**config.mk**
```make
export PLATFORM = sky130hd
export DESIGN_NAME = pct_sqrt
export DESIGN_NICKNAME = d
export VERILOG_FILES = /design/src/hdl/pct_pkg.sv /design/src/hdl/pct_sqrt.sv
export SDC_FILE = /design/constraint.sdc
export NUM_CORES = 2
export LEC_CHECK = 0
export BUFFER_PORTS_ARGS = -buffer_cell sky130_fd_sc_hd__buf_2
export CAP_MARGIN = 20
export CORE_MARGIN = 2
export CORE_UTILIZATION = 35
export DETAILED_ROUTE_END_ITERATION = 8
export HOLD_SLACK_MARGIN = 0.08
export PLACE_DENSITY = 0.56
export SLEW_MARGIN = 10
export SYNTH_ARGS = -nofsm -noshare
export SYNTH_HDL_FRONTEND = slang
export SYNTH_SLANG_ARGS = --single-unit
```
**constraint.sdc**
```tcl
create_clock -name clk -period 20.6 [get_ports clk]
set_clock_uncertainty 0.2 [all_clocks]
set_input_delay 2.06 -clock clk [delete_from_list [all_inputs] [get_ports clk]]
set_output_delay 2.06 -clock clk [all_outputs]
set_load 0.1 [all_outputs]
```
**src/hdl/pct_pkg.sv**
```systemverilog
`default_nettype none
package pct_pkg;

	localparam int NORM_W = 16;
	localparam logic signed [NORM_W-1:0] NORM_ONE = 16'sd16384;

	// Direction vector magnitudes are brought below 2^30 before squaring.
	localparam int MAG_W = 30;
	localparam int SQ_W = 2 * MAG_W + 1;
	localparam int T_W = 62;
	localparam int SHIFT_W = 5;

	localparam int ROOT_W = 31;
	localparam int SREM_W = 33;
	localparam int SQRT_ST = (ROOT_W + 1) / 2;

	localparam int QUOT_W = 16;
	localparam int DREM_W = ROOT_W + 1;
	localparam int DVD_W = ROOT_W + QUOT_W;
	localparam int DIV_ST = QUOT_W / 2 + 1;

	localparam int FRONT_ST = 3;
	localparam int NORM_ST = 2;

	typedef struct packed {
		logic hit;
		logic is_box;
		logic vzero;
		logic sgn_x;
		logic sgn_y;
		logic box_on_x;
		logic box_neg;
	} pct_ctl_t;

	typedef struct packed {
		logic [SREM_W-1:0] rem;
		logic [ROOT_W-1:0] root;
	} pct_sqrt_t;

	typedef struct packed {
		logic q;
		logic [DREM_W-1:0] rem;
	} pct_div_t;

	function automatic pct_sqrt_t sqrt_step(pct_sqrt_t st, logic [1:0] pair);
		logic [SREM_W+1:0] acc;
		logic [SREM_W+1:0] trial;
		pct_sqrt_t r;
		acc = {st.rem, pair};
		trial = {2'b00, st.root, 2'b01};
		if (acc >= trial) begin
			r.rem = SREM_W'(acc - trial);
			r.root = {st.root[ROOT_W-2:0], 1'b1};
		end else begin
			r.rem = SREM_W'(acc);
			r.root = {st.root[ROOT_W-2:0], 1'b0};
		end
		return r;
	endfunction

	function automatic pct_div_t div_step(logic [DREM_W-1:0] rem, logic din,
			logic [DREM_W-1:0] dvs);
		logic [DREM_W:0] acc;
		pct_div_t r;
		acc = {rem, din};
		if (acc >= {1'b0, dvs}) begin
			r.q = 1'b1;
			r.rem = DREM_W'(acc - {1'b0, dvs});
		end else begin
			r.q = 1'b0;
			r.rem = DREM_W'(acc);
		end
		return r;
	endfunction

endpackage
`default_nettype wire

```
**src/hdl/pct_sqrt.sv**
```systemverilog
`default_nettype none
module pct_sqrt import pct_pkg::*; (
	input wire clk,
	input wire [SQRT_ST-1:0] en,
	input wire [T_W-1:0] t,
	output logic [ROOT_W-1:0] root
);
	// Digit-by-digit square root, two result bits per stage (one in the last).
	pct_sqrt_t st_s [SQRT_ST];
	logic [T_W-1:0] tt_s [SQRT_ST];

	for (genvar k = 0; k < SQRT_ST; k++) begin : g_stage
		pct_sqrt_t st_in, st_mid, st_out;
		logic [T_W-1:0] tt_in;

		if (k == 0) begin : g_first
			assign st_in = '0;
			assign tt_in = t;
		end else begin : g_next
			assign st_in = st_s[k-1];
			assign tt_in = tt_s[k-1];
		end

		always_comb begin
			st_mid = sqrt_step(st_in, tt_in[T_W-1 -: 2]);
			if (2 * k + 1 < ROOT_W) st_out = sqrt_step(st_mid, tt_in[T_W-3 -: 2]);
			else st_out = st_mid;
		end

		always_ff @(posedge clk) begin
			if (en[k]) begin
				st_s[k] <= st_out;
				tt_s[k] <= tt_in << 4;
			end
		end
	end

	assign root = st_s[SQRT_ST-1].root;

endmodule
`default_nettype wire

```
==> flow_metrics.tcl <==
set metrics [dict create \
    synth_edf_count 1194 \
    dp_slack_ns 12.31 \
    synth_common_cells "edfxtp_1 (1194), nor2_1 (633), a21oi_1 (603)" \
    synth_area_per_cell_sq_um 10.1 \
    track_usage_pct 18.3 \
    io_pins 110 \
    clock-sinks 1194 \
    status "completed" \
    drive_above_1_share_pct 7.04 \
    final_area_sq_um 86300 \
    cts_buffers 139 \
    coreArea_sq_um 220000 \
    drt_iter0_drc 4801 \
    clk_pin_slew_ns 0.06 \
    syn_area_sq_um 77700 \
    hpwl_um 166000 \
    final.setup.tns_ns 0 \
    hold_class "register to register" \
    syn_to_final_growth_pct 11.0 \
    finalPower_mw 11.0 \
    min_path_cells 0 \
    cts_setup_buffers 0 \
    setup_violations 0 \
    initial_core_util_pct 35.3 \
    cts_tree "done" \
    worst_slack_ns 12.34 \
    cp-end-kind "register" \
    cts_buffer_depth 3 \
    crit_type "register to register" \
    worst_setup_path_start_kind "register" \
    fin_crit_ns 8.26 \
    ctsResizeCount 0 \
    synth_most_common_cell "edfxtp_1" \
    timing.final.crit_share_pct 40.1 \
    ys_seq_area_share_pct 46.1 \
    leakagePower_nw 33.5 \
    cts-root-buf "clkbuf_16" \
    via_per_inst 5.43 \
    ys_ff_latch 1194 \
    wire_per_inst_um 19.5 \
    vias 58700 \
    routed_wirelength_um 211000 \
    antenna_found_initial 8 \
    drc 0 \
    ir_drop_uv 114 \
    critPathArrivalTime_ns 8.60 \
    die_area_sq_um 226000 \
    fmax_mhz 121 \
    slew-limit-headroom_pct 20.7 \
    syn_inst 7663 \
    power.density_nw_per_um2 127 \
    die_w_um 475 \
    maxCapViolations 0 \
    grt_pass1_wl_um 327000 \
    grt_max_degree 90 \
    yosysTopAreaCell "edfxtp_1" \
    ys_types 105 \
    h-tree-depth 4 \
    synth_top_area_share_pct 46.1 \
    routabilityCongestion 0.949 \
    placed_cell_area_sq_um 81400 \
    crit_path_max_fanout 54 \
    slew_viol_final 0 \
    reg2reg_depth 24 \
    fin_nets 8351 \
    worstPathRequired_ns 20.94 \
    rsz0062_at_grt "no" \
    yosysWarnings 0 \
    synthFlopType "edfxtp_1" \
    grt-ovfl-total 0 \
    synth.area.top_cells "edfxtp_1 (46%), ha_1 (8.5%), xnor2_1 (4.9%)" \
    core.rowCount 172 \
    async_flop_share_pct 0 \
    drt-pass1-iter-count 6 \
    ant_nets 0 \
    worst_pin_slew_ns 1.17 \
    grt_pass1_vias 56800 \
    clock_latency_ns 0.80 \
    finalHoldViolCount 0 \
    die_h_um 475 \
    port_buffers 109 \
    cts.hold.buffers_added 0 \
]
## metal layers
layer / wire, um / track usage [%]
met3: 11100 / 2.63
met5: 0 / 0
met1: 96900 / 25.2
met2: 97500 / 29.8
met4: 5900 / 5.73
## power breakdown
group | switching, mW | internal, mW | leakage, nW | total, mW
Combinational | 2.88 | 1.95 | 19.7 | 4.83
Sequential | 0.352 | 3.28 | 11.4 | 3.63
Clock | 1.05 | 1.49 | 2.28 | 2.54
## per-stage QoR
stage	utilization, %	cells	hold slack [ns]
6_report	39.2	10800	0.189
5_1_grt	39.2	10800	0.213
4_1_cts	39.2	10800	0.188
3_5_place_dp	37.0	10600	0.205
3_3_place_gp	37.0	10600	0.201
2_1_floorplan	-	7665	0.200
## cell families (layout without fill, tap and decap cells)
logic type	Yosys count	count (layout)	share of synthesized area [%]
other	1	4	0.00483
buffers and inverters	698	892	3.47
multiplexers	131	131	1.86
AND/OR/NAND/NOR	2423	2423	15.6
adder cells (fa/ha/maj)	525	525	8.45
XOR/XNOR	709	709	8.00
AO/OA/AOI/OAI	1982	1982	16.5
flip-flops	1194	1194	46.1
## area by class of cell
| class | instances | area [sq um] |
|---|---|---|
| multi-input cells | 5773 | 39200 |
| fillers | 21400 | 134000 |
| clock buffers | 158 | 3590 |
| flip-flops and latches | 1194 | 35900 |
| repair buffers | 151 | 933 |
| clock inverters | 95 | 1160 |
| inverters | 488 | 1830 |
| well taps | 2958 | 3700 |
| diodes | 1 | 2.50 |
## registers in the layout, summed over array words and instances, names as in the netlist
| name | count |
|---|---|
| st_s | 744 |
| tt_s | 450 |
## critical path, stage by stage, from the launching register on
cell and delay [ns]:
edfxtp_1 0.49, inv_1 0.12, ha_1 0.36, o21ai_0 0.13
a211oi_1 0.47, a21oi_1 0.20, a21oi_1 0.44, a21oi_1 0.32
nand2_1 0.14, buf_4 0.42, inv_1 0.51, o31ai_1 0.46
ha_1 0.27, nand4_1 0.11, nor2_1 0.38, nand3_1 0.16
a2111oi_0 0.52, o211ai_1 0.18, a31o_2 0.31, o31ai_1 0.57
a311o_1 0.34, nor4_4 0.05, buf_4 0.30, inv_2 0.16
mux2_2 0.34
## path summary, 6_finish.rpt
path	slack [ns]	from	endpoint
hold reg to reg	0.19	tt_s[0][96]	tt_s[0][158]
setup / recovery	12.34	st_s[1][320]	st_s[1][434]
setup reg to reg	12.34	st_s[1][320]	st_s[1][434]
hold / removal	0.19	tt_s[0][96]	tt_s[0][158]
## cell usage in the layout (no fill, tap or decap), drive strengths merged, types with 29 or more instances in the layout
cell / count
mux2: 106
xor2: 270
or2: 59
nand2b: 84
and3: 56
a21oi: 603
a31oi: 62
nor2: 634
nor3b: 29
or4: 49
o21a: 89
edfxtp: 1194
nor4: 95
clkbuf: 159
o211ai: 51
o21bai: 67
o31ai: 73
nor2b: 73
ha: 525
and2: 57
nor3: 225
or3: 83
inv: 499
a211oi: 52
a21o: 266
buf: 150
nand2: 572
xnor2: 439
nand3: 181
nand4: 115
o21ai: 403
clkinv: 57
(Power assumes the default switching activity.)
