==> config.mk <==
export PLATFORM = sky130hd
export DESIGN_NAME = pct_div
export DESIGN_NICKNAME = d
export VERILOG_FILES = /design/src/hdl/pct_pkg.sv /design/src/hdl/pct_div.sv
export SDC_FILE = /design/constraint.sdc
export NUM_CORES = 2
export LEC_CHECK = 0
export BUFFER_PORTS_ARGS = -buffer_cell sky130_fd_sc_hd__clkbuf_2
export CAP_MARGIN = 5
export CORE_MARGIN = 1.5
export CORE_UTILIZATION = 45
export CTS_CLUSTER_DIAMETER = 30
export DETAILED_ROUTE_END_ITERATION = 8
export PLACE_DENSITY = 0.61
export SLEW_MARGIN = 0
export SYNTH_ARGS = -nofsm -noshare
export SYNTH_HDL_FRONTEND = slang
export SYNTH_SLANG_ARGS = --single-unit
==> constraint.sdc <==
create_clock -name clk -period 16.7 [get_ports clk]
set_input_delay 1.67 -clock clk [delete_from_list [all_inputs] [get_ports clk]]
set_output_delay 1.67 -clock clk [all_outputs]
set_load 0.05 [all_outputs]
==> src/hdl/pct_pkg.sv <==
`default_nettype none
package pct_pkg;

	localparam int NORM_W = 16;
	localparam logic signed [NORM_W-1:0] NORM_ONE = 16'sd16384;

	// Direction vector magnitudes are brought below 2^30 before squaring.
	localparam int MAG_W = 30;
	localparam int SQ_W = 2 * MAG_W + 1;
	localparam int T_W = 62;
	localparam int SHIFT_W = 5;

	localparam int ROOT_W = 31;
	localparam int SREM_W = 33;
	localparam int SQRT_ST = (ROOT_W + 1) / 2;

	localparam int QUOT_W = 16;
	localparam int DREM_W = ROOT_W + 1;
	localparam int DVD_W = ROOT_W + QUOT_W;
	localparam int DIV_ST = QUOT_W / 2 + 1;

	localparam int FRONT_ST = 3;
	localparam int NORM_ST = 2;

	typedef struct packed {
		logic hit;
		logic is_box;
		logic vzero;
		logic sgn_x;
		logic sgn_y;
		logic box_on_x;
		logic box_neg;
	} pct_ctl_t;

	typedef struct packed {
		logic [SREM_W-1:0] rem;
		logic [ROOT_W-1:0] root;
	} pct_sqrt_t;

	typedef struct packed {
		logic q;
		logic [DREM_W-1:0] rem;
	} pct_div_t;

	function automatic pct_sqrt_t sqrt_step(pct_sqrt_t st, logic [1:0] pair);
		logic [SREM_W+1:0] acc;
		logic [SREM_W+1:0] trial;
		pct_sqrt_t r;
		acc = {st.rem, pair};
		trial = {2'b00, st.root, 2'b01};
		if (acc >= trial) begin
			r.rem = SREM_W'(acc - trial);
			r.root = {st.root[ROOT_W-2:0], 1'b1};
		end else begin
			r.rem = SREM_W'(acc);
			r.root = {st.root[ROOT_W-2:0], 1'b0};
		end
		return r;
	endfunction

	function automatic pct_div_t div_step(logic [DREM_W-1:0] rem, logic din,
			logic [DREM_W-1:0] dvs);
		logic [DREM_W:0] acc;
		pct_div_t r;
		acc = {rem, din};
		if (acc >= {1'b0, dvs}) begin
			r.q = 1'b1;
			r.rem = DREM_W'(acc - {1'b0, dvs});
		end else begin
			r.q = 1'b0;
			r.rem = DREM_W'(acc);
		end
		return r;
	endfunction

endpackage
`default_nettype wire

==> src/hdl/pct_div.sv <==
`default_nettype none
module pct_div import pct_pkg::*; (
	input wire clk,
	input wire [DIV_ST-1:0] en,
	input wire [ROOT_W-1:0] root,
	input wire [ROOT_W-1:0] num,
	output logic [QUOT_W-1:0] quot
);
	// Rounded quotient num * 2^14 / root, computed as
	// floor((num * 2^15 + root) / (2 * root)): a load stage, then two quotient bits per stage.
	// The magnitude never exceeds the root, so the quotient fits in 16 bits.
	logic [DVD_W-1:0] dvd;
	logic [DREM_W-1:0] rem_s [DIV_ST];
	logic [DREM_W-1:0] dvs_s [DIV_ST];
	logic [QUOT_W-1:0] low_s [DIV_ST];
	logic [QUOT_W-1:0] q_s [DIV_ST];

	assign dvd = (DVD_W'(num) << (QUOT_W - 1)) + DVD_W'(root);

	always_ff @(posedge clk) begin
		if (en[0]) begin
			rem_s[0] <= DREM_W'(dvd[DVD_W-1:QUOT_W]);
			low_s[0] <= dvd[QUOT_W-1:0];
			dvs_s[0] <= {root, 1'b0};
			q_s[0] <= '0;
		end
	end

	for (genvar k = 1; k < DIV_ST; k++) begin : g_stage
		pct_div_t d1, d2;

		always_comb begin
			d1 = div_step(rem_s[k-1], low_s[k-1][QUOT_W-1], dvs_s[k-1]);
			d2 = div_step(d1.rem, low_s[k-1][QUOT_W-2], dvs_s[k-1]);
		end

		always_ff @(posedge clk) begin
			if (en[k]) begin
				rem_s[k] <= d2.rem;
				low_s[k] <= low_s[k-1] << 2;
				dvs_s[k] <= dvs_s[k-1];
				q_s[k] <= {q_s[k-1][QUOT_W-3:0], d1.q, d2.q};
			end
		end
	end

	assign quot = q_s[DIV_ST-1];

endmodule
`default_nettype wire
==> flow_summary_export.csv <==
group,metric,value,unit
setup_path,crit_fanout,34,
timing,fin_crit_sh,48.9,%
layout,layout.cells.non_filler,6466,
cts,clk_pin_slew,0.05,ns
placed_design,dp_hpwl,97400,um
timing,slew_headroom,25.5,%
cts,cts_max_level,4,
outcome,status,"complete, no violations",
cts,clock_path_buffers,3,
setup_path,setup.worst_path.end_class,"register",
setup_path,worstReg2RegStart,"rem_s[0][32]$_DFFE_PP_",
route,num_vias,35938,
timing,setup_viol,0,
die,core_area,103000,sq um
placed_design,place.port_buffers,87,
setup_path,criticalPathCategory,"reg -> reg",
cts,cts_hold_buf,0,
timing,final_hold_viol_count,0,
die,die_h,326,um
die,die_x,326,um
cts,cts_buffers,146,
die,rows,118,
route,viasPerCell,5.56,
cts,cts-root-buf,"clkbuf_16",
timing,rsz0062_at_grt,"no",
cts,ctsResizeCount,0,
timing,tns,0,ns
timing,clock-skew-final,0.0271,ns
logic_synthesis,synth_top_cell_by_area,"edfxtp_1",
flow_run,drv_cap,0,
route,detail-route-antenna-nets,0,
global_routing,antenna_found_initial,1,
layout,layout.nets,5567,
global_routing,grt_max_degree,70,
logic_synthesis,synth_edf_count,569,
setup_path,worst_ep_required_time,17.16,ns
min_path,hold_depth,0,
die,ioPinCount,88,
route,first_iter_violations,1470,
layout,fill_cells,9416,
logic_synthesis,synth_top_cell_area_share,36.4,%
logic_synthesis,async_flop_share,0,%
die,fp.dieArea,106000,sq um
setup_path,crit_arrival,8.63,ns
layout,syn_to_final_growth,14.8,%
logic_synthesis,syn_nets,5395,
timing,worst_pin_slew,1.10,ns
die,initial_core_util,45.4,%
cts,cts.sinks,569,
logic_synthesis,netlist_area,47000,sq um
route,first_pass_iters,5,
logic_synthesis,syn_inst,4796,
global_routing,grt_pass1_vias,37198,
timing,drv_slew,0,
logic_synthesis,synth-seq-cells,569,
min_path,hold_path_class,"reg -> reg",
min_path,hp-start,"q_s[4][1]$_DFFE_PP_",
cts,cts_setup_buffers,0,
placed_design,place_inst,6200,
cts,cts_tree,"yes",
route,drc,0,
route,drt_wl_total,120000,um
route,wl_per_cell,18.5,um
global_routing,grt_util_all_layers,22.4,%
setup_path,critPathLaunch,"rem_s[0][32]$_DFFE_PP_",
logic_synthesis,yosysSeqAreaShare,36.4,%
global_routing,grt_pass1_wl,190000,um
layout,layout-drive-gt1-share,12.5,%
logic_synthesis,ys_types,94,
logic_synthesis,syn_avg_cell_area,9.80,sq um
timing,period_needed,8.17,ns
timing,max_freq,122,MHz
logic_synthesis,ys_warn_count,0,
placed_design,place_congestion,0.926,
setup_path,worstSetupStartpointType,"register",
setup_path,rr_worst_depth,27,
logic_synthesis,synth_top_flop_cell,"edfxtp_1",
logic_synthesis,netlist_top_cells_area,"edfxtp_1 (36%), ha_1 (14%), xnor2_1 (5.5%), mux2_2 (5.4%), a21oi_1 (4.5%)",
global_routing,grt_overflow,0,
cts,clock_latency,0.72,ns
## synth_stat cells (all sizes together), types with 44 or more instances
cell,number
nor3,53
ha,511
nor2,252
xor2,120
clkbuf,49
o21a,56
nand3,86
nand2,351
a31oi,44
o21bai,56
inv,373
a211oi,45
nand2b,69
nor2b,54
xnor2,293
nand4,64
o21ai,318
mux2,246
edfxtp,569
a21oi,430
a21o,280
## registers in the layout (all words and copies together) (netlist names)
name and count:
rem_s 255, dvs_s 177, low_s 65, q_s 72
## placed cells by master, fill, tap and decap left out, types with 150 or more instances in the layout
cell type / netlist / routed
edfxtp_1: 569 / 569
ha_1: 511 / 511
a21oi_1: 425 / 424
inv_1: 369 / 369
nand2_1: 351 / 351
o21ai_0: 311 / 311
xnor2_1: 293 / 293
a21o_1: 280 / 280
nor2_1: 252 / 252
mux2_2: 225 / 225
clkbuf_16: 0 / 150
## metrics by stage
step	instance area, sq um	utilization, %	hold slack, ns	setup slack (ns)
after floorplan	47000	-	0.400	10.48
after global placement	49000	47.4	0.401	8.67
after detailed placement	49000	47.4	0.405	8.55
after CTS	53900	52.1	0.411	8.48
after global routing	53900	52.1	0.418	8.21
final	53900	52.1	0.411	8.53
## worst max-delay path: stages (launching register included)
cell	delay, ns
edfxtp_1	0.40
inv_1	0.21
ha_1	0.20
inv_1	0.05
fa_1	0.39
a21o_1	0.21
a221oi_2	0.35
o21ai_1	0.22
a221oi_2	0.34
a2bb2oi_2	0.31
o41ai_2	0.18
a211oi_1	0.41
a21oi_4	0.03
buf_4	0.27
mux2_2	0.35
ha_1	0.34
nor2b_1	0.15
o21ai_1	0.16
a21oi_1	0.12
o41ai_1	0.90
o21ai_0	0.44
a21o_1	0.31
a21o_1	0.18
a21o_1	0.20
a21oi_2	0.14
buf_4	0.32
inv_2	0.31
mux2_2	0.36
## logic make-up (layout without fill, tap and decap cells)
| group | Yosys count | in the layout | synth area share, % |
|---|---|---|---|
| other | 0 | 1 | 0 |
| xor gates and xnor gates | 413 | 413 | 7.70 |
| and+or+nand+nor | 1090 | 1090 | 11.1 |
| muxes | 262 | 262 | 6.27 |
| AOI/OAI and AO/OA | 1470 | 1470 | 20.3 |
| buffers and inverters | 465 | 754 | 3.95 |
| DFF | 569 | 569 | 36.4 |
| adders and majority gates | 527 | 527 | 14.3 |
## metal layers
layer  global-route usage, %  up-vias  wire, um
met5                       0        -         0
met1                    21.8    16812     44600
li1                        -    18255         -
met3                    2.77      282      2670
met2                    43.6      589     64000
met4                    15.4        0      8350
## final cells by class
| cell class | instances | area (sq um) | area share, % |
|---|---|---|---|
| flip-flops and latches | 569 | 17100 | 31.7 |
| multi-input cells | 3762 | 28100 | 52.2 |
| inverters | 373 | 1400 | 2.60 |
| clock inverters | 96 | 1090 | 2.01 |
| clock buffers | 169 | 3820 | 7.09 |
| well taps | 1380 | 1730 | 3.20 |
| repair buffers | 116 | 658 | 1.22 |
| diodes | 1 | 2.50 | 0.00464 |
## final timing paths
kind	to	slack [ns]
max reg2reg	rem_s[0][73]$_DFFE_PP_	8.53
min	q_s[5][3]$_DFFE_PP_	0.41
min reg2reg	q_s[5][3]$_DFFE_PP_	0.41
max	rem_s[0][73]$_DFFE_PP_	8.53
Power is left out: the tool's default activity adds up to more than one toggle a clock period on the data nets, which glitch-free logic cannot reach.
