<file path="src/hdl/pct_pkg.sv">
`default_nettype none
package pct_pkg;

	localparam int NORM_W = 16;
	localparam logic signed [NORM_W-1:0] NORM_ONE = 16'sd16384;

	// Direction vector magnitudes are brought below 2^30 before squaring.
	localparam int MAG_W = 30;
	localparam int SQ_W = 2 * MAG_W + 1;
	localparam int T_W = 62;
	localparam int SHIFT_W = 5;

	localparam int ROOT_W = 31;
	localparam int SREM_W = 33;
	localparam int SQRT_ST = (ROOT_W + 1) / 2;

	localparam int QUOT_W = 16;
	localparam int DREM_W = ROOT_W + 1;
	localparam int DVD_W = ROOT_W + QUOT_W;
	localparam int DIV_ST = QUOT_W / 2 + 1;

	localparam int FRONT_ST = 3;
	localparam int NORM_ST = 2;

	typedef struct packed {
		logic hit;
		logic is_box;
		logic vzero;
		logic sgn_x;
		logic sgn_y;
		logic box_on_x;
		logic box_neg;
	} pct_ctl_t;

	typedef struct packed {
		logic [SREM_W-1:0] rem;
		logic [ROOT_W-1:0] root;
	} pct_sqrt_t;

	typedef struct packed {
		logic q;
		logic [DREM_W-1:0] rem;
	} pct_div_t;

	function automatic pct_sqrt_t sqrt_step(pct_sqrt_t st, logic [1:0] pair);
		logic [SREM_W+1:0] acc;
		logic [SREM_W+1:0] trial;
		pct_sqrt_t r;
		acc = {st.rem, pair};
		trial = {2'b00, st.root, 2'b01};
		if (acc >= trial) begin
			r.rem = SREM_W'(acc - trial);
			r.root = {st.root[ROOT_W-2:0], 1'b1};
		end else begin
			r.rem = SREM_W'(acc);
			r.root = {st.root[ROOT_W-2:0], 1'b0};
		end
		return r;
	endfunction

	function automatic pct_div_t div_step(logic [DREM_W-1:0] rem, logic din,
			logic [DREM_W-1:0] dvs);
		logic [DREM_W:0] acc;
		pct_div_t r;
		acc = {rem, din};
		if (acc >= {1'b0, dvs}) begin
			r.q = 1'b1;
			r.rem = DREM_W'(acc - {1'b0, dvs});
		end else begin
			r.q = 1'b0;
			r.rem = DREM_W'(acc);
		end
		return r;
	endfunction

endpackage
`default_nettype wire

</file>
<file path="src/hdl/pct_norm.sv">
`default_nettype none
module pct_norm import pct_pkg::*; (
	input wire clk,
	input wire [NORM_ST-1:0] en,
	input wire [T_W-1:0] t,
	input wire [MAG_W-1:0] mx,
	input wire [MAG_W-1:0] my,
	output logic [T_W-1:0] t_s2,
	output logic [ROOT_W-1:0] nx_s2,
	output logic [ROOT_W-1:0] ny_s2
);
	// The sum of squares is shifted by whole bit pairs until one of its top
	// two bits is set; the same count later scales the magnitudes.
	logic [T_W-1:0] t_a, t_s1, t_b;
	logic [SHIFT_W-1:0] s_a, s_s1, s_b;
	logic [MAG_W-1:0] mx_s1, my_s1;
	logic [SQ_W-1:0] nxw, nyw;

	always_comb begin
		t_a = t;
		s_a = '0;
		if (t_a[T_W-1 -: 32] == '0) begin
			t_a = t_a << 32;
			s_a = s_a + SHIFT_W'(16);
		end
		if (t_a[T_W-1 -: 16] == '0) begin
			t_a = t_a << 16;
			s_a = s_a + SHIFT_W'(8);
		end
	end

	always_ff @(posedge clk) begin
		if (en[0]) begin
			t_s1 <= t_a;
			s_s1 <= s_a;
			mx_s1 <= mx;
			my_s1 <= my;
		end
	end

	always_comb begin
		t_b = t_s1;
		s_b = s_s1;
		if (t_b[T_W-1 -: 8] == '0) begin
			t_b = t_b << 8;
			s_b = s_b + SHIFT_W'(4);
		end
		if (t_b[T_W-1 -: 4] == '0) begin
			t_b = t_b << 4;
			s_b = s_b + SHIFT_W'(2);
		end
		if (t_b[T_W-1 -: 2] == '0) begin
			t_b = t_b << 2;
			s_b = s_b + SHIFT_W'(1);
		end
		nxw = SQ_W'(mx_s1) << s_b;
		nyw = SQ_W'(my_s1) << s_b;
	end

	always_ff @(posedge clk) begin
		if (en[1]) begin
			t_s2 <= t_b;
			nx_s2 <= ROOT_W'(nxw);
			ny_s2 <= ROOT_W'(nyw);
		end
	end

endmodule
`default_nettype wire

</file>
<file path="config.mk">
export PLATFORM = sky130hd
export DESIGN_NAME = pct_norm
export DESIGN_NICKNAME = d
export VERILOG_FILES = /design/src/hdl/pct_pkg.sv /design/src/hdl/pct_norm.sv
export SDC_FILE = /design/constraint.sdc
export NUM_CORES = 1
export LEC_CHECK = 0
export BUFFER_PORTS_ARGS = -buffer_cell sky130_fd_sc_hd__buf_2
export CAP_MARGIN = 40
export CORE_AREA = 4 4 206 208
export CTS_BUF_LIST = sky130_fd_sc_hd__clkbuf_4 sky130_fd_sc_hd__clkbuf_8
export DETAILED_ROUTE_END_ITERATION = 6
export DIE_AREA = 0 0 210 212
export PLACE_DENSITY_LB_ADDON = 0.25
export SETUP_SLACK_MARGIN = 0.15
export SYNTH_ARGS = -nofsm -noshare
export SYNTH_HDL_FRONTEND = slang
export SYNTH_SLANG_ARGS = --single-unit
</file>
<file path="constraint.sdc">
create_clock -name clk -period 4.3 [get_ports clk]
set_input_delay 0.645 -clock clk [delete_from_list [all_inputs] [get_ports clk]]
set_output_delay 0.645 -clock clk [all_outputs]
set_load 0.03 [all_outputs]
</file>
==> results.sh <==
export IMPL_yosysWarnings=0
export IMPL_cts_inserted_buffers=42
export IMPL_detailroute_via_count=11500
export IMPL_worst_endpoint_arrival_ns=4.15
export IMPL_reg2reg_to="ny_s2[21]$_DFFE_PP_"
export IMPL_sum_of_negative_setup_slack_ns=0
export IMPL_ys_async_sr_fraction_pct=0
export IMPL_die_y_um=212
export IMPL_numClockSinks=248
export IMPL_clk_path_buf_depth=3
export IMPL_htree_num_levels=2
export IMPL_hold_end="mx_s1[2]$_DFFE_PP_"
export IMPL_drtIter0Drc=1612
export IMPL_period_minus_ws_final_ns=3.85
export IMPL_timing_worst_setup_path_type="flop to flop"
export IMPL_number_of_enable_type_register_cells_in_the_synthesized_netlist=248
export IMPL_mappedNetlistArea_um2=14000
export IMPL_layout_commonest_cell="sky130_fd_sc_hd__edfxtp_1"
export IMPL_slew_viol_final=0
export IMPL_io_pins=249
export IMPL_finalCritPeriodShare_pct=89.5
export IMPL_synth_ff_type="sky130_fd_sc_hd__edfxtp_1"
export IMPL_postCtsSetupRepairBufs=0
export IMPL_crit_required_ns=4.60
export IMPL_overall_global_routing_resource_usage_pct=22.2
export IMPL_layout_nets=1564
export IMPL_finalWirelength_mm=51.2
export IMPL_post_route_cells_drive_above_1_share_pct=28.7
export IMPL_fp_row_count=74
export IMPL_crit_path_start_kind="flop"
export IMPL_final_hpwl_dp_mm=38.9
export IMPL_fmax_mhz=260
export IMPL_initial_utilization_pct=34.5
export IMPL_tritoncts="yes"
export IMPL_drt_vias_per_instance=5.74
export IMPL_dieWidth_um=210
export IMPL_clock_skew_ns=0.0220
export IMPL_power_density_cell_area_nw_per_um2=401
export IMPL_setup_reg_to_reg_worst_slack_ns=0.45
export IMPL_maximum_number_of_pins_on_one_net_before_global_route_repair=71
export IMPL_global_route_total_overflow=0
export IMPL_hold_buffers=0
export IMPL_dieArea_um2=44500
export IMPL_worst_path_max_fanout=23
export IMPL_numPortBuffers=248
export IMPL_yosys_cell_types_count=62
export IMPL_synth_net_count=1314
export IMPL_finalHoldViolations=0
export IMPL_synth_seq_cells=248
export IMPL_drt_pass1_iter_count=6
export IMPL_status="complete, no violations"
export IMPL_timing_hold_worst_path_depth=1
export IMPL_design_core_area_um2=40600
export IMPL_syn_mean_instance_area_um2=11.8
export IMPL_cap_viol_max_count=0
export IMPL_measured_slew_at_the_worst_slew_check_pin_ns=0.939
export IMPL_yosysSeqAreaShare_pct=53.2
export IMPL_first_pass_grt_wire_length_mm=74.9
export IMPL_peak_supply_drop_uv=131
export IMPL_final_routed_wire_length_divided_by_cell_count_um=25.5
export IMPL_reg2reg_depth=8
export IMPL_first_global_vias=10900
export IMPL_unrepaired_setup_endpoints_after_global_routing="no"
export IMPL_syn_to_final_growth_pct=20.0
export IMPL_clkTransAtPathRegs_ns=0.06
export IMPL_finalSetupViolCount=0
export IMPL_post_route_drc_count=0
export IMPL_clock_latency_ns=0.58
export IMPL_min_path_type="input port to flop"
export IMPL_total_leakage_power_uw=0.00659
export IMPL_syn_inst=1189
export IMPL_cts_repair_resize_count=0
export IMPL_crit_reg2reg_launch="t_s1[56]$_DFFE_PP_"
export IMPL_worst_setup_path_end_kind="flop"
export IMPL_hp_start="mx[2]"
export IMPL_gp_congestion=0.960
export IMPL_timing_hold_ws_ns=0.243
export IMPL_antenna_violations_before_repair=4
export IMPL_layout_cells_most_common_list="sky130_fd_sc_hd__edfxtp_1 (248), sky130_fd_sc_hd__buf_2 (246), sky130_fd_sc_hd__nand2_1 (195), sky130_fd_sc_hd__mux2i_1 (148), sky130_fd_sc_hd__a21oi_1 (85)"
export IMPL_relSlewSlack_pct=37.2
export IMPL_route_antenna_remaining_nets=0
export IMPL_clock_root_buffer="sky130_fd_sc_hd__clkbuf_8"
## layer usage
layer | vias up | global-route usage, % | wire, um
li1 | 5164 | - | -
met1 | 5629 | 36.4 | 25200
met2 | 648 | 30.0 | 20200
met3 | 83 | 4.66 | 4750
met4 | 6 | 4.41 | 974
met5 | - | 0 | 34
## per-stage QoR
stage                     util (%)  setup WS (ns)  instance area, um^2  power, uW  cells
after floorplan                  -           1.23                14000       3930   1189
after global placement        39.1          0.595                15900       4530   1924
after detailed placement      39.3          0.534                15900       4540   1927
after CTS                     41.5          0.526                16800       6780   2005
after global routing          41.5          0.290                16800       7020   2006
final                         41.5          0.452                16800       6740   2007
## how the worst max path moves through the flow
stage / start / endpoint / slack (ns) / cells past startpoint
after floorplan: t_s1[56]$_DFFE_PP_ / nx_s2[27]$_DFFE_PP_ / 1.23 / 9
after global placement: t_s1[56]$_DFFE_PP_ / ny_s2[27]$_DFFE_PP_ / 0.60 / 8
after detailed placement: t_s1[56]$_DFFE_PP_ / ny_s2[27]$_DFFE_PP_ / 0.53 / 8
after CTS: t_s1[56]$_DFFE_PP_ / ny_s2[27]$_DFFE_PP_ / 0.53 / 8
after global routing: t_s1[56]$_DFFE_PP_ / ny_s2[27]$_DFFE_PP_ / 0.29 / 8
final: t_s1[56]$_DFFE_PP_ / ny_s2[21]$_DFFE_PP_ / 0.45 / 8
## logic make-up after synthesis
family | after synthesis | synth area share (%)
compound gates | 295 | 14.6
buf+inv | 93 | 3.46
flops | 248 | 53.2
mux | 201 | 17.5
simple gates | 352 | 11.3
## state kept, by name (all words and copies together), names as in the netlist
name,cells
mx_s1,30
my_s1,30
nx_s2,31
ny_s2,31
s_s1,2
t_s1,62
t_s2,62
## layout make-up
cell class	instances	area, um^2
well taps	532	666
fillers	3975	23700
repair buffers	294	1670
flip-flops and latches	248	7450
diodes	2	5.00
clock inverters	29	248
multi-input cells	848	6130
clock buffers	49	631
inverters	5	18.8
## cells in the mapped netlist, drive strengths merged, types with 10 or more instances
cell type / number / area (um^2)
a211oi: 16 / 120
a21oi: 85 / 425
a221o: 10 / 100
a221oi: 16 / 140
a22o: 20 / 175
a22oi: 12 / 90.1
and2: 27 / 169
buf: 39 / 283
clkbuf: 49 / 184
edfxtp: 248 / 7450
mux2: 21 / 236
mux2i: 148 / 1480
mux4: 32 / 739
nand2: 196 / 736
nand3: 11 / 67.6
nand4: 12 / 75.1
nor2: 66 / 248
nor4: 17 / 128
o211ai: 12 / 90.1
o21ai: 43 / 219
o22ai: 18 / 113
## worst max-delay path, cell delays in order, from the launching register on
cell and delay (ns):
sky130_fd_sc_hd__edfxtp_1 0.44, sky130_fd_sc_hd__or4_4 0.69, sky130_fd_sc_hd__o41a_1 0.58, sky130_fd_sc_hd__nand3_4 0.36, sky130_fd_sc_hd__buf_4 0.29, sky130_fd_sc_hd__mux2_2 0.39
sky130_fd_sc_hd__a221oi_1 0.45, sky130_fd_sc_hd__a22o_1 0.25, sky130_fd_sc_hd__o22ai_1 0.10
## where the power goes
group	switching (uW)	internal, uW
clock	992	1230
combinational	900	482
sequential	207	2930
total	2100	4640
(Power assumes the default switching activity.)
